==> src/rtl/q15_pid_controller_assert.svh <==
// Assertion macros shared by the controller RTL.
// Each macro expects clk and rst in scope.
`ifndef Q15_PID_CONTROLLER_ASSERT_SVH
`define Q15_PID_CONTROLLER_ASSERT_SVH

// Check that the consequent holds in the same cycle as the antecedent.
`define Q15PID_ASSERT_SAME(label, ante, cons, msg) \
  label: assert property (@(posedge clk) disable iff (rst) (ante) |-> (cons)) \
    else $error(msg);

// Check that the consequent holds in the cycle after the antecedent.
`define Q15PID_ASSERT_NEXT(label, ante, cons, msg) \
  label: assert property (@(posedge clk) disable iff (rst) (ante) |=> (cons)) \
    else $error(msg);

`endif

==> src/rtl/q15pid_pkg.sv <==
`default_nettype none
package q15pid_pkg;

  // Q15 constants
  localparam logic signed [15:0] Q15_ONE  = 16'sh7FFF;
  localparam logic signed [15:0] ZERO_Q15 = 16'sh0000;
  localparam logic signed [15:0] Q15_MIN  = 16'sh8000;
  localparam logic signed [15:0] Q15_MAX  = 16'sh7FFF;
  localparam int unsigned        FRAC_BITS = 15;

  localparam logic signed [31:0] Q31_MIN = 32'sh8000_0000;
  localparam logic signed [31:0] Q31_MAX = 32'sh7FFF_FFFF;

  // APB port
  localparam int unsigned PADDR_W = 5;
  localparam int unsigned PDATA_W = 32;

  // Register map, index = paddr[4:2]
  typedef enum logic [2:0] {
    REG_GAIN_PROP   = 3'd0,
    REG_GAIN_INTEG  = 3'd1,
    REG_GAIN_DERIV  = 3'd2,
    REG_DRIVE_LOW   = 3'd3,
    REG_DRIVE_HIGH  = 3'd4,
    REG_ACCUM_LOW   = 3'd5,
    REG_ACCUM_HIGH  = 3'd6,
    REG_DERIV_ALPHA = 3'd7
  } reg_idx_t;

  typedef struct packed {
    logic signed [15:0] gain_prop;
    logic signed [15:0] gain_integ;
    logic signed [15:0] gain_deriv;
    logic signed [15:0] drive_low;
    logic signed [15:0] drive_high;
    logic signed [15:0] accum_low;
    logic signed [15:0] accum_high;
    logic        [14:0] deriv_alpha;
  } cfg_t;

  // Microcode fields
  localparam int unsigned STEP_W = 4;

  typedef enum logic [2:0] {
    MA_GAIN_PROP,
    MA_GAIN_INTEG,
    MA_GAIN_DERIV,
    MA_KEEP,
    MA_ALPHA
  } mul_a_t;

  typedef enum logic [2:0] {
    MB_ERR,
    MB_INTEG_IN,
    MB_MEAS_DIFF,
    MB_LAST_DERIV,
    MB_DERIV
  } mul_b_t;

  typedef enum logic [2:0] {
    MD_NONE,
    MD_PROP,
    MD_INTEG,
    MD_DERIV,
    MD_FILT
  } mul_dst_t;

  typedef enum logic [2:0] {
    ALU_NONE,
    ALU_ERR,       // err  = target - measured
    ALU_MEAS_DIFF, // dm   = last_measured - measured
    ALU_PROP_INTEG,// acc  = p + i
    ALU_FILT_SUM,  // d    = t + d
    ALU_TOTAL      // acc  = acc + d
  } alu_op_t;

  typedef struct packed {
    mul_a_t              ma;
    mul_b_t              mb;
    mul_dst_t            md;
    alu_op_t             alu;
    logic                skip_filt;
    logic [STEP_W-1:0]   target;
    logic                fin;
  } ctrl_word_t;

  typedef struct packed {
    logic       load;
    logic       exec;
    logic       finish;
    ctrl_word_t cw;
  } seq_ctl_t;

  localparam logic [STEP_W-1:0] STEP_ERR    = 4'd0;
  localparam logic [STEP_W-1:0] STEP_PROP   = 4'd1;
  localparam logic [STEP_W-1:0] STEP_INTEG  = 4'd2;
  localparam logic [STEP_W-1:0] STEP_DERIV  = 4'd3;
  localparam logic [STEP_W-1:0] STEP_KEEP   = 4'd4;
  localparam logic [STEP_W-1:0] STEP_ALPHA  = 4'd5;
  localparam logic [STEP_W-1:0] STEP_FSUM   = 4'd6;
  localparam logic [STEP_W-1:0] STEP_TOTAL  = 4'd7;
  localparam logic [STEP_W-1:0] STEP_FIN    = 4'd8;

  // Saturate a 17-bit value to Q15
  function automatic logic signed [15:0] sat16(input logic signed [16:0] v);
    logic signed [15:0] r;
    if (v[16] != v[15]) begin
      r = v[16] ? Q15_MIN : Q15_MAX;
    end else begin
      r = v[15:0];
    end
    return r;
  endfunction

  // Control store
  function automatic ctrl_word_t ucode(input logic [STEP_W-1:0] step);
    ctrl_word_t w;
    w = '{ma: MA_GAIN_PROP, mb: MB_ERR, md: MD_NONE, alu: ALU_NONE,
          skip_filt: 1'b0, target: STEP_ERR, fin: 1'b0};
    unique case (step)
      STEP_ERR: begin
        w.alu = ALU_ERR;
      end
      STEP_PROP: begin
        w.ma = MA_GAIN_PROP;  w.mb = MB_ERR;       w.md = MD_PROP;
        w.alu = ALU_MEAS_DIFF;
      end
      STEP_INTEG: begin
        w.ma = MA_GAIN_INTEG; w.mb = MB_INTEG_IN;  w.md = MD_INTEG;
      end
      STEP_DERIV: begin
        w.ma = MA_GAIN_DERIV; w.mb = MB_MEAS_DIFF; w.md = MD_DERIV;
        w.alu = ALU_PROP_INTEG;
        w.skip_filt = 1'b1;   w.target = STEP_TOTAL;
      end
      STEP_KEEP: begin
        w.ma = MA_KEEP;       w.mb = MB_LAST_DERIV; w.md = MD_FILT;
      end
      STEP_ALPHA: begin
        w.ma = MA_ALPHA;      w.mb = MB_DERIV;     w.md = MD_DERIV;
      end
      STEP_FSUM: begin
        w.alu = ALU_FILT_SUM;
      end
      STEP_TOTAL: begin
        w.alu = ALU_TOTAL;
      end
      default: begin
        w.fin = 1'b1;
      end
    endcase
    return w;
  endfunction

endpackage
`default_nettype wire

==> src/rtl/q15pid_if.sv <==
`default_nettype none
// Sample channel: setpoint and feedback
interface q15pid_in_if;
  logic               valid;
  logic               ready;
  logic signed [15:0] target;
  logic signed [15:0] measured;

  modport source (output valid, output target, output measured, input ready);
  modport sink   (input valid, input target, input measured, output ready);
endinterface

// Result channel: drive value and clamp flag
interface q15pid_out_if;
  logic               valid;
  logic               ready;
  logic signed [15:0] drive;
  logic               clamped;

  modport source (output valid, output drive, output clamped, input ready);
  modport sink   (input valid, input drive, input clamped, output ready);
endinterface
`default_nettype wire

==> src/rtl/q15pid_regs.sv <==
`default_nettype none
module q15pid_regs (
  input  wire logic                                clk,
  input  wire logic                                rst,
  input  wire logic                                psel,
  input  wire logic                                penable,
  input  wire logic                                pwrite,
  input  wire logic [q15pid_pkg::PADDR_W-1:0]      paddr,
  input  wire logic [q15pid_pkg::PDATA_W-1:0]      pwdata,
  output logic      [q15pid_pkg::PDATA_W-1:0]      prdata,
  output logic                                     pready,
  output q15pid_pkg::cfg_t                         cfg,
  output logic                                     clr
);

  q15pid_pkg::reg_idx_t idx;
  logic                 wr;

  assign idx    = q15pid_pkg::reg_idx_t'(paddr[q15pid_pkg::PADDR_W-1:2]);
  assign pready = 1'b1;
  assign wr     = psel && penable && pwrite;
  // any write restarts the loop state
  assign clr    = wr;

  // register file
  always_ff @(posedge clk) begin
    if (rst) begin
      cfg.gain_prop   <= q15pid_pkg::Q15_ONE;
      cfg.gain_integ  <= q15pid_pkg::ZERO_Q15;
      cfg.gain_deriv  <= q15pid_pkg::ZERO_Q15;
      cfg.drive_low   <= q15pid_pkg::Q15_MIN;
      cfg.drive_high  <= q15pid_pkg::Q15_MAX;
      cfg.accum_low   <= q15pid_pkg::Q15_MIN;
      cfg.accum_high  <= q15pid_pkg::Q15_MAX;
      cfg.deriv_alpha <= '0;
    end else if (wr) begin
      unique case (idx)
        q15pid_pkg::REG_GAIN_PROP:   cfg.gain_prop   <= pwdata[15:0];
        q15pid_pkg::REG_GAIN_INTEG:  cfg.gain_integ  <= pwdata[15:0];
        q15pid_pkg::REG_GAIN_DERIV:  cfg.gain_deriv  <= pwdata[15:0];
        q15pid_pkg::REG_DRIVE_LOW:   cfg.drive_low   <= pwdata[15:0];
        q15pid_pkg::REG_DRIVE_HIGH:  cfg.drive_high  <= pwdata[15:0];
        q15pid_pkg::REG_ACCUM_LOW:   cfg.accum_low   <= pwdata[15:0];
        q15pid_pkg::REG_ACCUM_HIGH:  cfg.accum_high  <= pwdata[15:0];
        q15pid_pkg::REG_DERIV_ALPHA: cfg.deriv_alpha <= pwdata[14:0];
      endcase
    end
  end

  // readback, signed fields sign-extended, alpha zero-extended
  always_comb begin
    unique case (idx)
      q15pid_pkg::REG_GAIN_PROP:   prdata = 32'(cfg.gain_prop);
      q15pid_pkg::REG_GAIN_INTEG:  prdata = 32'(cfg.gain_integ);
      q15pid_pkg::REG_GAIN_DERIV:  prdata = 32'(cfg.gain_deriv);
      q15pid_pkg::REG_DRIVE_LOW:   prdata = 32'(cfg.drive_low);
      q15pid_pkg::REG_DRIVE_HIGH:  prdata = 32'(cfg.drive_high);
      q15pid_pkg::REG_ACCUM_LOW:   prdata = 32'(cfg.accum_low);
      q15pid_pkg::REG_ACCUM_HIGH:  prdata = 32'(cfg.accum_high);
      q15pid_pkg::REG_DERIV_ALPHA: prdata = {17'd0, cfg.deriv_alpha};
    endcase
  end

endmodule
`default_nettype wire

==> src/rtl/q15pid_seq.sv <==
`default_nettype none
module q15pid_seq (
  input  wire logic                 clk,
  input  wire logic                 rst,
  input  wire logic                 in_valid,
  output logic                      in_ready,
  output logic                      out_valid,
  input  wire logic                 out_ready,
  input  wire logic                 alpha_zero,
  output q15pid_pkg::seq_ctl_t      ctl
);

  logic                              busy;
  logic [q15pid_pkg::STEP_W-1:0]     step;
  logic [q15pid_pkg::STEP_W-1:0]     step_next;
  q15pid_pkg::ctrl_word_t            cw;
  logic                              accept;
  logic                              finish;

  assign cw       = q15pid_pkg::ucode(step);
  assign in_ready = !busy;
  assign accept   = in_valid && !busy;
  // retire only when the output register is free or being drained
  assign finish   = busy && cw.fin && (!out_valid || out_ready);

  assign ctl.load   = accept;
  assign ctl.exec   = busy;
  assign ctl.finish = finish;
  assign ctl.cw     = cw;

  // pick the next step: jump past the filter when it is off
  always_comb begin
    if (cw.fin) begin
      step_next = step;
    end else if (cw.skip_filt && alpha_zero) begin
      step_next = cw.target;
    end else begin
      step_next = step + 1'b1;
    end
  end

  // step counter and busy flag
  always_ff @(posedge clk) begin
    if (rst) begin
      busy <= 1'b0;
      step <= q15pid_pkg::STEP_ERR;
    end else if (accept) begin
      busy <= 1'b1;
      step <= q15pid_pkg::STEP_ERR;
    end else if (busy) begin
      if (finish) begin
        busy <= 1'b0;
      end
      step <= step_next;
    end
  end

  // output beat valid
  always_ff @(posedge clk) begin
    if (rst) begin
      out_valid <= 1'b0;
    end else if (finish) begin
      out_valid <= 1'b1;
    end else if (out_ready) begin
      out_valid <= 1'b0;
    end
  end

endmodule
`default_nettype wire

==> src/rtl/q15pid_dp.sv <==
`default_nettype none
module q15pid_dp (
  input  wire logic                  clk,
  input  wire logic                  rst,
  input  wire q15pid_pkg::cfg_t      cfg,
  input  wire logic                  clr,
  input  wire q15pid_pkg::seq_ctl_t  ctl,
  input  wire logic signed [15:0]    target,
  input  wire logic signed [15:0]    measured,
  output logic signed [15:0]         drive,
  output logic                       clamped
);

  // working registers
  logic signed [15:0] tgt, meas, err, dm, p, i, d, t, acc;
  // loop state
  logic signed [31:0] error_sum;
  logic signed [15:0] last_measured, last_deriv;

  logic signed [15:0] mul_a, mul_b, mul_q, integ_in, keep;
  logic signed [31:0] prod;
  logic signed [15:0] alu_a, alu_b, alu_q;
  logic               alu_sub;

  logic signed [15:0] drv_hi, drv;
  logic               sat, integrate, err_pos, err_neg;
  logic signed [32:0] sum_wide;
  logic signed [31:0] sum_sat, es_int, es_hi, es_lo, lim_hi, lim_lo;

  assign integ_in = q15pid_pkg::sat16(error_sum[31:15]);
  assign keep     = {1'b0, ~cfg.deriv_alpha};

  // multiplier operand routing
  always_comb begin
    unique case (ctl.cw.ma)
      q15pid_pkg::MA_GAIN_PROP:  mul_a = cfg.gain_prop;
      q15pid_pkg::MA_GAIN_INTEG: mul_a = cfg.gain_integ;
      q15pid_pkg::MA_GAIN_DERIV: mul_a = cfg.gain_deriv;
      q15pid_pkg::MA_KEEP:       mul_a = keep;
      q15pid_pkg::MA_ALPHA:      mul_a = {1'b0, cfg.deriv_alpha};
      default:                   mul_a = '0;
    endcase
    unique case (ctl.cw.mb)
      q15pid_pkg::MB_ERR:        mul_b = err;
      q15pid_pkg::MB_INTEG_IN:   mul_b = integ_in;
      q15pid_pkg::MB_MEAS_DIFF:  mul_b = dm;
      q15pid_pkg::MB_LAST_DERIV: mul_b = last_deriv;
      q15pid_pkg::MB_DERIV:      mul_b = d;
      default:                   mul_b = '0;
    endcase
  end

  // shared Q15 multiply: truncate by 15, saturate to 16 bits
  assign prod  = mul_a * mul_b;
  assign mul_q = q15pid_pkg::sat16(prod[31:15]);

  // shared saturating adder
  always_comb begin
    alu_a   = acc;
    alu_b   = d;
    alu_sub = 1'b0;
    unique case (ctl.cw.alu)
      q15pid_pkg::ALU_ERR: begin
        alu_a = tgt; alu_b = meas; alu_sub = 1'b1;
      end
      q15pid_pkg::ALU_MEAS_DIFF: begin
        alu_a = last_measured; alu_b = meas; alu_sub = 1'b1;
      end
      q15pid_pkg::ALU_PROP_INTEG: begin
        alu_a = p; alu_b = i;
      end
      q15pid_pkg::ALU_FILT_SUM: begin
        alu_a = t; alu_b = d;
      end
      q15pid_pkg::ALU_TOTAL: begin
        alu_a = acc; alu_b = d;
      end
      default: begin
        alu_a = acc; alu_b = d;
      end
    endcase
  end

  assign alu_q = alu_sub ? q15pid_pkg::sat16(17'(alu_a) - 17'(alu_b))
                         : q15pid_pkg::sat16(17'(alu_a) + 17'(alu_b));

  // write back per micro-step
  always_ff @(posedge clk) begin
    if (ctl.load) begin
      tgt  <= target;
      meas <= measured;
    end
    if (ctl.exec) begin
      unique case (ctl.cw.md)
        q15pid_pkg::MD_PROP:  p <= mul_q;
        q15pid_pkg::MD_INTEG: i <= mul_q;
        q15pid_pkg::MD_DERIV: d <= mul_q;
        q15pid_pkg::MD_FILT:  t <= mul_q;
        default: ;
      endcase
      unique case (ctl.cw.alu)
        q15pid_pkg::ALU_ERR:        err <= alu_q;
        q15pid_pkg::ALU_MEAS_DIFF:  dm  <= alu_q;
        q15pid_pkg::ALU_PROP_INTEG: acc <= alu_q;
        q15pid_pkg::ALU_FILT_SUM:   d   <= alu_q;
        q15pid_pkg::ALU_TOTAL:      acc <= alu_q;
        default: ;
      endcase
    end
  end

  // output clamp, low limit applied last
  assign drv_hi  = (acc > cfg.drive_high) ? cfg.drive_high : acc;
  assign drv     = (drv_hi < cfg.drive_low) ? cfg.drive_low : drv_hi;
  assign sat     = (acc > cfg.drive_high) || (acc < cfg.drive_low);
  assign err_pos = !err[15] && (err != q15pid_pkg::ZERO_Q15);
  assign err_neg = err[15];
  // hold the integrator when the error pushes further into the clamp
  assign integrate = !sat || !(((acc > drv) && err_pos) || ((acc < drv) && err_neg));

  // integrator update with 32-bit saturation, then limit clamp
  assign sum_wide = 33'(error_sum) + $signed({{2{err[15]}}, err, 15'd0});
  assign sum_sat  = (sum_wide[32] != sum_wide[31])
                    ? (sum_wide[32] ? q15pid_pkg::Q31_MIN : q15pid_pkg::Q31_MAX)
                    : sum_wide[31:0];
  assign es_int   = integrate ? sum_sat : error_sum;
  assign lim_hi   = $signed({cfg.accum_high[15], cfg.accum_high, 15'd0});
  assign lim_lo   = $signed({cfg.accum_low[15], cfg.accum_low, 15'd0});
  assign es_hi    = (es_int > lim_hi) ? lim_hi : es_int;
  assign es_lo    = (es_hi < lim_lo) ? lim_lo : es_hi;

  // loop state
  always_ff @(posedge clk) begin
    if (rst || clr) begin
      error_sum     <= '0;
      last_measured <= '0;
      last_deriv    <= '0;
    end else if (ctl.finish) begin
      error_sum     <= es_lo;
      last_measured <= meas;
      last_deriv    <= d;
    end
  end

  // output register
  always_ff @(posedge clk) begin
    if (ctl.finish) begin
      drive   <= drv;
      clamped <= sat;
    end
  end

endmodule
`default_nettype wire

==> src/rtl/q15_pid_controller.sv <==
// Channel  | Dir | Payload                 | Beat when
// ---------+-----+-------------------------+------------------------------
// sample   | in  | target, measured (Q15)  | sample.valid && sample.ready
// result   | out | drive (Q15), clamped    | result.valid && result.ready
// apb      | in  | 8 regs at 4*i, 32b data | psel && penable && pwrite
//
// One item runs 6 micro-steps with the derivative filter off, 9 with it on,
// all sharing a single 16x16 multiplier and one saturating adder; a new
// sample is taken in the cycle after the previous one retires.
// Reset (rst, synchronous) loads register defaults and zeroes the loop state.
// A result waits in the output register; if it is still held at the last
// micro-step, the sequencer stalls there until the result beat goes out.
`default_nettype none
`include "q15_pid_controller_assert.svh"
module q15_pid_controller (
  input  wire logic                              clk,
  input  wire logic                              rst,
  q15pid_in_if.sink                              sample,
  q15pid_out_if.source                           result,
  input  wire logic                              psel,
  input  wire logic                              penable,
  input  wire logic                              pwrite,
  input  wire logic [q15pid_pkg::PADDR_W-1:0]    paddr,
  input  wire logic [q15pid_pkg::PDATA_W-1:0]    pwdata,
  output logic      [q15pid_pkg::PDATA_W-1:0]    prdata,
  output logic                                   pready
);

  q15pid_pkg::cfg_t     cfg;
  q15pid_pkg::seq_ctl_t ctl;
  logic                 clr;
  logic                 alpha_zero;

  assign alpha_zero = (cfg.deriv_alpha == '0);

  q15pid_regs u_regs (
    .clk     (clk),
    .rst     (rst),
    .psel    (psel),
    .penable (penable),
    .pwrite  (pwrite),
    .paddr   (paddr),
    .pwdata  (pwdata),
    .prdata  (prdata),
    .pready  (pready),
    .cfg     (cfg),
    .clr     (clr)
  );

  q15pid_seq u_seq (
    .clk        (clk),
    .rst        (rst),
    .in_valid   (sample.valid),
    .in_ready   (sample.ready),
    .out_valid  (result.valid),
    .out_ready  (result.ready),
    .alpha_zero (alpha_zero),
    .ctl        (ctl)
  );

  q15pid_dp u_dp (
    .clk      (clk),
    .rst      (rst),
    .cfg      (cfg),
    .clr      (clr),
    .ctl      (ctl),
    .target   (sample.target),
    .measured (sample.measured),
    .drive    (result.drive),
    .clamped  (result.clamped)
  );

  // block goes busy once a sample is taken
  `Q15PID_ASSERT_NEXT(a_busy_after_take, sample.valid && sample.ready, !sample.ready,
    "sample accepted while a step is in flight")

  // a clamped result sits on one of the drive limits
  `Q15PID_ASSERT_SAME(a_clamp_on_limit, result.valid && result.clamped,
    (result.drive == cfg.drive_high) || (result.drive == cfg.drive_low),
    "clamped drive off both limits")

  // with ordered limits the drive stays inside them
  `Q15PID_ASSERT_SAME(a_drive_in_range,
    result.valid && ($signed(cfg.drive_low) <= $signed(cfg.drive_high)),
    ($signed(result.drive) >= $signed(cfg.drive_low)) &&
    ($signed(result.drive) <= $signed(cfg.drive_high)),
    "drive outside its limits")

endmodule
`default_nettype wire

==> src/flat_wrapper.sv <==
// flat-port wrapper written by rule: the top's interface ports become plain ports
module q15_pid_controller_flat 
  (clk, rst, psel, penable, pwrite, paddr, pwdata, prdata, pready, sample_valid, sample_target, sample_measured, sample_ready, result_valid, result_drive, result_clamped, result_ready);
  q15pid_in_if sample_i ();
  q15pid_out_if result_i ();
  input  wire logic clk;
  input  wire logic rst;
  input  wire logic psel;
  input  wire logic penable;
  input  wire logic pwrite;
  input  wire logic [q15pid_pkg::PADDR_W-1:0] paddr;
  input  wire logic [q15pid_pkg::PDATA_W-1:0] pwdata;
  output logic      [q15pid_pkg::PDATA_W-1:0] prdata;
  output logic pready;
  input wire logic [$bits(sample_i.valid)-1:0] sample_valid;
  input wire logic [$bits(sample_i.target)-1:0] sample_target;
  input wire logic [$bits(sample_i.measured)-1:0] sample_measured;
  output wire logic [$bits(sample_i.ready)-1:0] sample_ready;
  output wire logic [$bits(result_i.valid)-1:0] result_valid;
  output wire logic [$bits(result_i.drive)-1:0] result_drive;
  output wire logic [$bits(result_i.clamped)-1:0] result_clamped;
  input wire logic [$bits(result_i.ready)-1:0] result_ready;
  assign sample_i.valid = sample_valid;
  assign sample_i.target = sample_target;
  assign sample_i.measured = sample_measured;
  assign sample_ready = sample_i.ready;
  assign result_valid = result_i.valid;
  assign result_drive = result_i.drive;
  assign result_clamped = result_i.clamped;
  assign result_i.ready = result_ready;
  q15_pid_controller u_core (.clk(clk), .rst(rst), .sample(sample_i), .result(result_i), .psel(psel), .penable(penable), .pwrite(pwrite), .paddr(paddr), .pwdata(pwdata), .prdata(prdata), .pready(pready));
endmodule
==> config.mk <==
export PLATFORM = sky130hd
export DESIGN_NAME = q15_pid_controller_flat
export DESIGN_NICKNAME = d
export VERILOG_FILES = /design/src/rtl/q15pid_pkg.sv /design/src/rtl/q15pid_if.sv /design/src/rtl/q15pid_regs.sv /design/src/rtl/q15pid_seq.sv /design/src/rtl/q15pid_dp.sv /design/src/rtl/q15_pid_controller.sv /design/src/flat_wrapper.sv
export VERILOG_INCLUDE_DIRS = /design/src /design/src/rtl
export SDC_FILE = /design/constraint.sdc
export NUM_CORES = 2
export LEC_CHECK = 0
export BUFFER_PORTS_ARGS = -buffer_cell sky130_fd_sc_hd__buf_2
export CAP_MARGIN = 5
export CORE_MARGIN = 2
export CORE_UTILIZATION = 65
export CTS_CLUSTER_DIAMETER = 30
export CTS_CLUSTER_SIZE = 40
export DETAILED_ROUTE_END_ITERATION = 8
export PLACE_DENSITY = 0.83
export SLEW_MARGIN = 20
export SYNTH_ARGS = -nofsm -noshare
export SYNTH_HDL_FRONTEND = slang
export SYNTH_SLANG_ARGS = --single-unit
==> constraint.sdc <==
create_clock -name clk -period 17.8 [get_ports clk]
set_input_delay 1.78 -clock clk [delete_from_list [all_inputs] [get_ports clk]]
set_output_delay 1.78 -clock clk [all_outputs]
set_load 0.05 [all_outputs]
==> run metrics <==
final critical-path required period=13.52 ns; Highest Clock Rate=74.0 MHz; critical path's largest stage delay=0.83 ns; Crit path buffers/inverters=2; Multi-input gate area=19500 um^2; total wire length=96400 um; crit-path max FO=33; fin nets=3969; RR Startpoint=u_core.u_dp.acc[13]$_DFFE_PP_; clk buf depth=3; Num CTS Buffers=76; period utilization=75.9%; final global-route overflow total=0; Final setup viols=0; full die area=48700 um^2; Synth top area share=17.3%; CTS Hold Buffers Added=0; Relative slew margins=17.6%; H-tree depth=3; post-DR vias/cell=6.53; Mean Syn Cell Area=9.07 um^2; Arr. time, crit path=14.07 ns; DR DRC count=0; initial antenna violation count=0; clock-pin slew on the worst setup and hold paths=0.05 ns; vias post-DR=26600; largest net degree at the start of global routing=81; Sink Count=358; cts repair resizes=0; Mapped Cells=3362; post-synthesis net count=3933; Std-Cell Rows=79; fin. max-slew vios=0; post-synth top area cell=fa_1; FF+latch area=8780 um^2; Worst-Margin Slew=1.24 ns; YS warnings=0; Chip Width=221 um; clk_skew=0.0398 ns; later-pin clock latency in the skew report=0.64 ns; WS Path Type=reg -> reg; Total Neg Setup Slack=0 ns; CP startpoint=u_core.u_dp.acc[13]$_DFFE_PP_; Final HPWL DP=72100 um; Synth Cell Area=30500 um^2; vias in the first global route=26300; ys flop type=dfxtp_1; DR WL/cell=23.7 um; P&R area growth vs syn=12.0%; delay-heaviest family, CP=compound AO/OA/AOI/OAI gates; CP Capture Type=flop; Hold Vio Cnt, Final=0; drt pass-1 iters=7; Setup Buffers After CTS=0; CP max-delay cell=a211oi_2; most frequent CP cell=ha_1; DIE HEIGHT=221 um; number of synthesized flops with an enable pin=161; # port buffers=108; commonest non-fill, non-tap cell in the layout=nand2_1; GRT Total Usage=40.1%; Worst Hold Class=reg -> reg; max_cap viols=0; #FFs+latches synth=358; most frequent cells in the layout=461 x nand2_1, 408 x inv_1, 271 x nor2_1; core area=46500 um^2; initial DRC count=3631; Critical Path RT=18.35 ns; root buffer cell=clkbuf_16; Routed Antenna Nets=0; Yosys cell types=88; CTS tree=done; share of cells above drive strength 1=11.4%; status=finished, final reports clean; first-pass GRT wire length=147000 um; number of primary I/O pins=128; Worst Min Path Start=u_core.u_dp.last_measured[9]$_SDFFE_PP0P_; sequential share of the synthesized area=28.8%; RSZ-0062 raised after global routing=false; Initial Util=65.7%; Async SR Flop Fraction=0%; fill cell count=3361; CP Launch Type=flop; Final GP Congestion=1.01; Area contributors post-synth=fa_1 17%, edfxtp_1 16%, dfxtp_1 13%, ha_1 9.5%, nand2_1 5.7%
==> registers in the layout, indices dropped and copies added (netlist names), 4 cells and up <==
name and flops:
u_core.u_dp.acc 16, u_core.u_dp.d 16, u_core.u_dp.dm 16, u_core.u_dp.drive 16, u_core.u_dp.err 16, u_core.u_dp.error_sum 32
u_core.u_dp.i 16, u_core.u_dp.last_deriv 16, u_core.u_dp.last_measured 16, u_core.u_dp.meas 16, u_core.u_dp.p 16, u_core.u_dp.t 16
u_core.u_dp.tgt 16, u_core.u_regs.cfg 127, u_core.u_seq.step 4
==> cell usage after synthesis, types with 11 or more instances <==
| cell type | number |
|---|---|
| a222oi_1 | 30 |
| dfxtp_1 | 197 |
| mux2i_1 | 41 |
| o211ai_1 | 13 |
| buf_2 | 14 |
| nand2_1 | 461 |
| mux4_2 | 14 |
| inv_1 | 409 |
| buf_4 | 20 |
| nor3_1 | 28 |
| xor2_1 | 14 |
| a21o_1 | 55 |
| a21oi_1 | 259 |
| a211oi_1 | 24 |
| a31oi_1 | 25 |
| nand4_1 | 34 |
| nor2_1 | 276 |
| a211o_1 | 51 |
| o22ai_1 | 13 |
| xnor2_1 | 47 |
| buf_1 | 11 |
| and2_1 | 16 |
| a221oi_1 | 18 |
| nand3_1 | 45 |
| a22oi_1 | 48 |
| nand2b_1 | 30 |
| nor2b_1 | 33 |
| o311ai_0 | 13 |
| o21ai_0 | 95 |
| ha_1 | 231 |
| nor4_1 | 18 |
| clkbuf_1 | 138 |
| mux2_2 | 39 |
| o21a_1 | 27 |
| edfxtp_1 | 161 |
| fa_1 | 264 |
==> cells by family (layout without fill, tap and decap cells) <==
family          after synthesis  count (layout)  synth area share, %
compound gates              747             747                 16.5
xor+xnor                     61              61                 1.75
fa+ha+maj                   495             495                 26.8
buf+inv                     603             703                 7.76
other cells                   1               3               0.0123
flops                       358             358                 28.8
simple gates               1001            1001                 14.5
mux                          96              96                 3.91
==> cell type report <==
cell class | count | area share, %
multi-input cells | 2401 | 57.0
clock inverters | 56 | 2.12
inverters | 410 | 4.50
repair buffers | 151 | 2.59
clock buffers | 86 | 5.83
flip-flops and latches | 358 | 25.7
diodes | 2 | 0.0146
well taps | 607 | 2.22
==> worst reg2reg max path, delay by kind of cell, from the launching register on <==
| family | cells | cell delay (ns) |
|---|---|---|
| buffers and inverters | 2 | 0.69 |
| AO/OA/AOI/OAI | 25 | 7.04 |
| flip-flops | 1 | 0.57 |
| adder cells (fa/ha/maj) | 5 | 1.82 |
| multiplexers | 4 | 1.27 |
| AND/OR/NAND/NOR | 11 | 2.03 |
==> through the flow <==
step           setup slack [ns]  cells  hold slack, ns  cell area, um^2  utilization [%]
2_1_floorplan              7.32   3362           0.432            30500                -
4_1_cts                    4.18   4068           0.454            34100             73.4
6_report                   4.28   4071           0.454            34200             73.5
3_3_place_gp               4.38   3926           0.439            31400             67.6
5_1_grt                    3.41   4069           0.478            34200             73.5
3_5_place_dp               4.22   3926           0.447            31400             67.6
==> routing by layer <==
layer	share of wire [%]	global-route usage [%]	vias up
met2	46	63.5	1748
met5	0	0	-
met3	11	9.06	396
met4	6.6	23.7	0
met1	37	50.5	12800
li1	-	-	11600
==> path summary, 6_finish.rpt <==
path / depth (start not counted) / slack [ns] / end
max: 47 / 4.28 / u_core.u_dp.error_sum[4]$_SDFFE_PP0P_
min: 2 / 0.45 / u_core.u_dp.last_measured[9]$_SDFFE_PP0P_
max reg2reg: 47 / 4.28 / u_core.u_dp.error_sum[4]$_SDFFE_PP0P_
min reg2reg: 2 / 0.45 / u_core.u_dp.last_measured[9]$_SDFFE_PP0P_
Power is left out: the tool's default activity adds up to more than one toggle a clock period on the data nets, which glitch-free logic cannot reach.
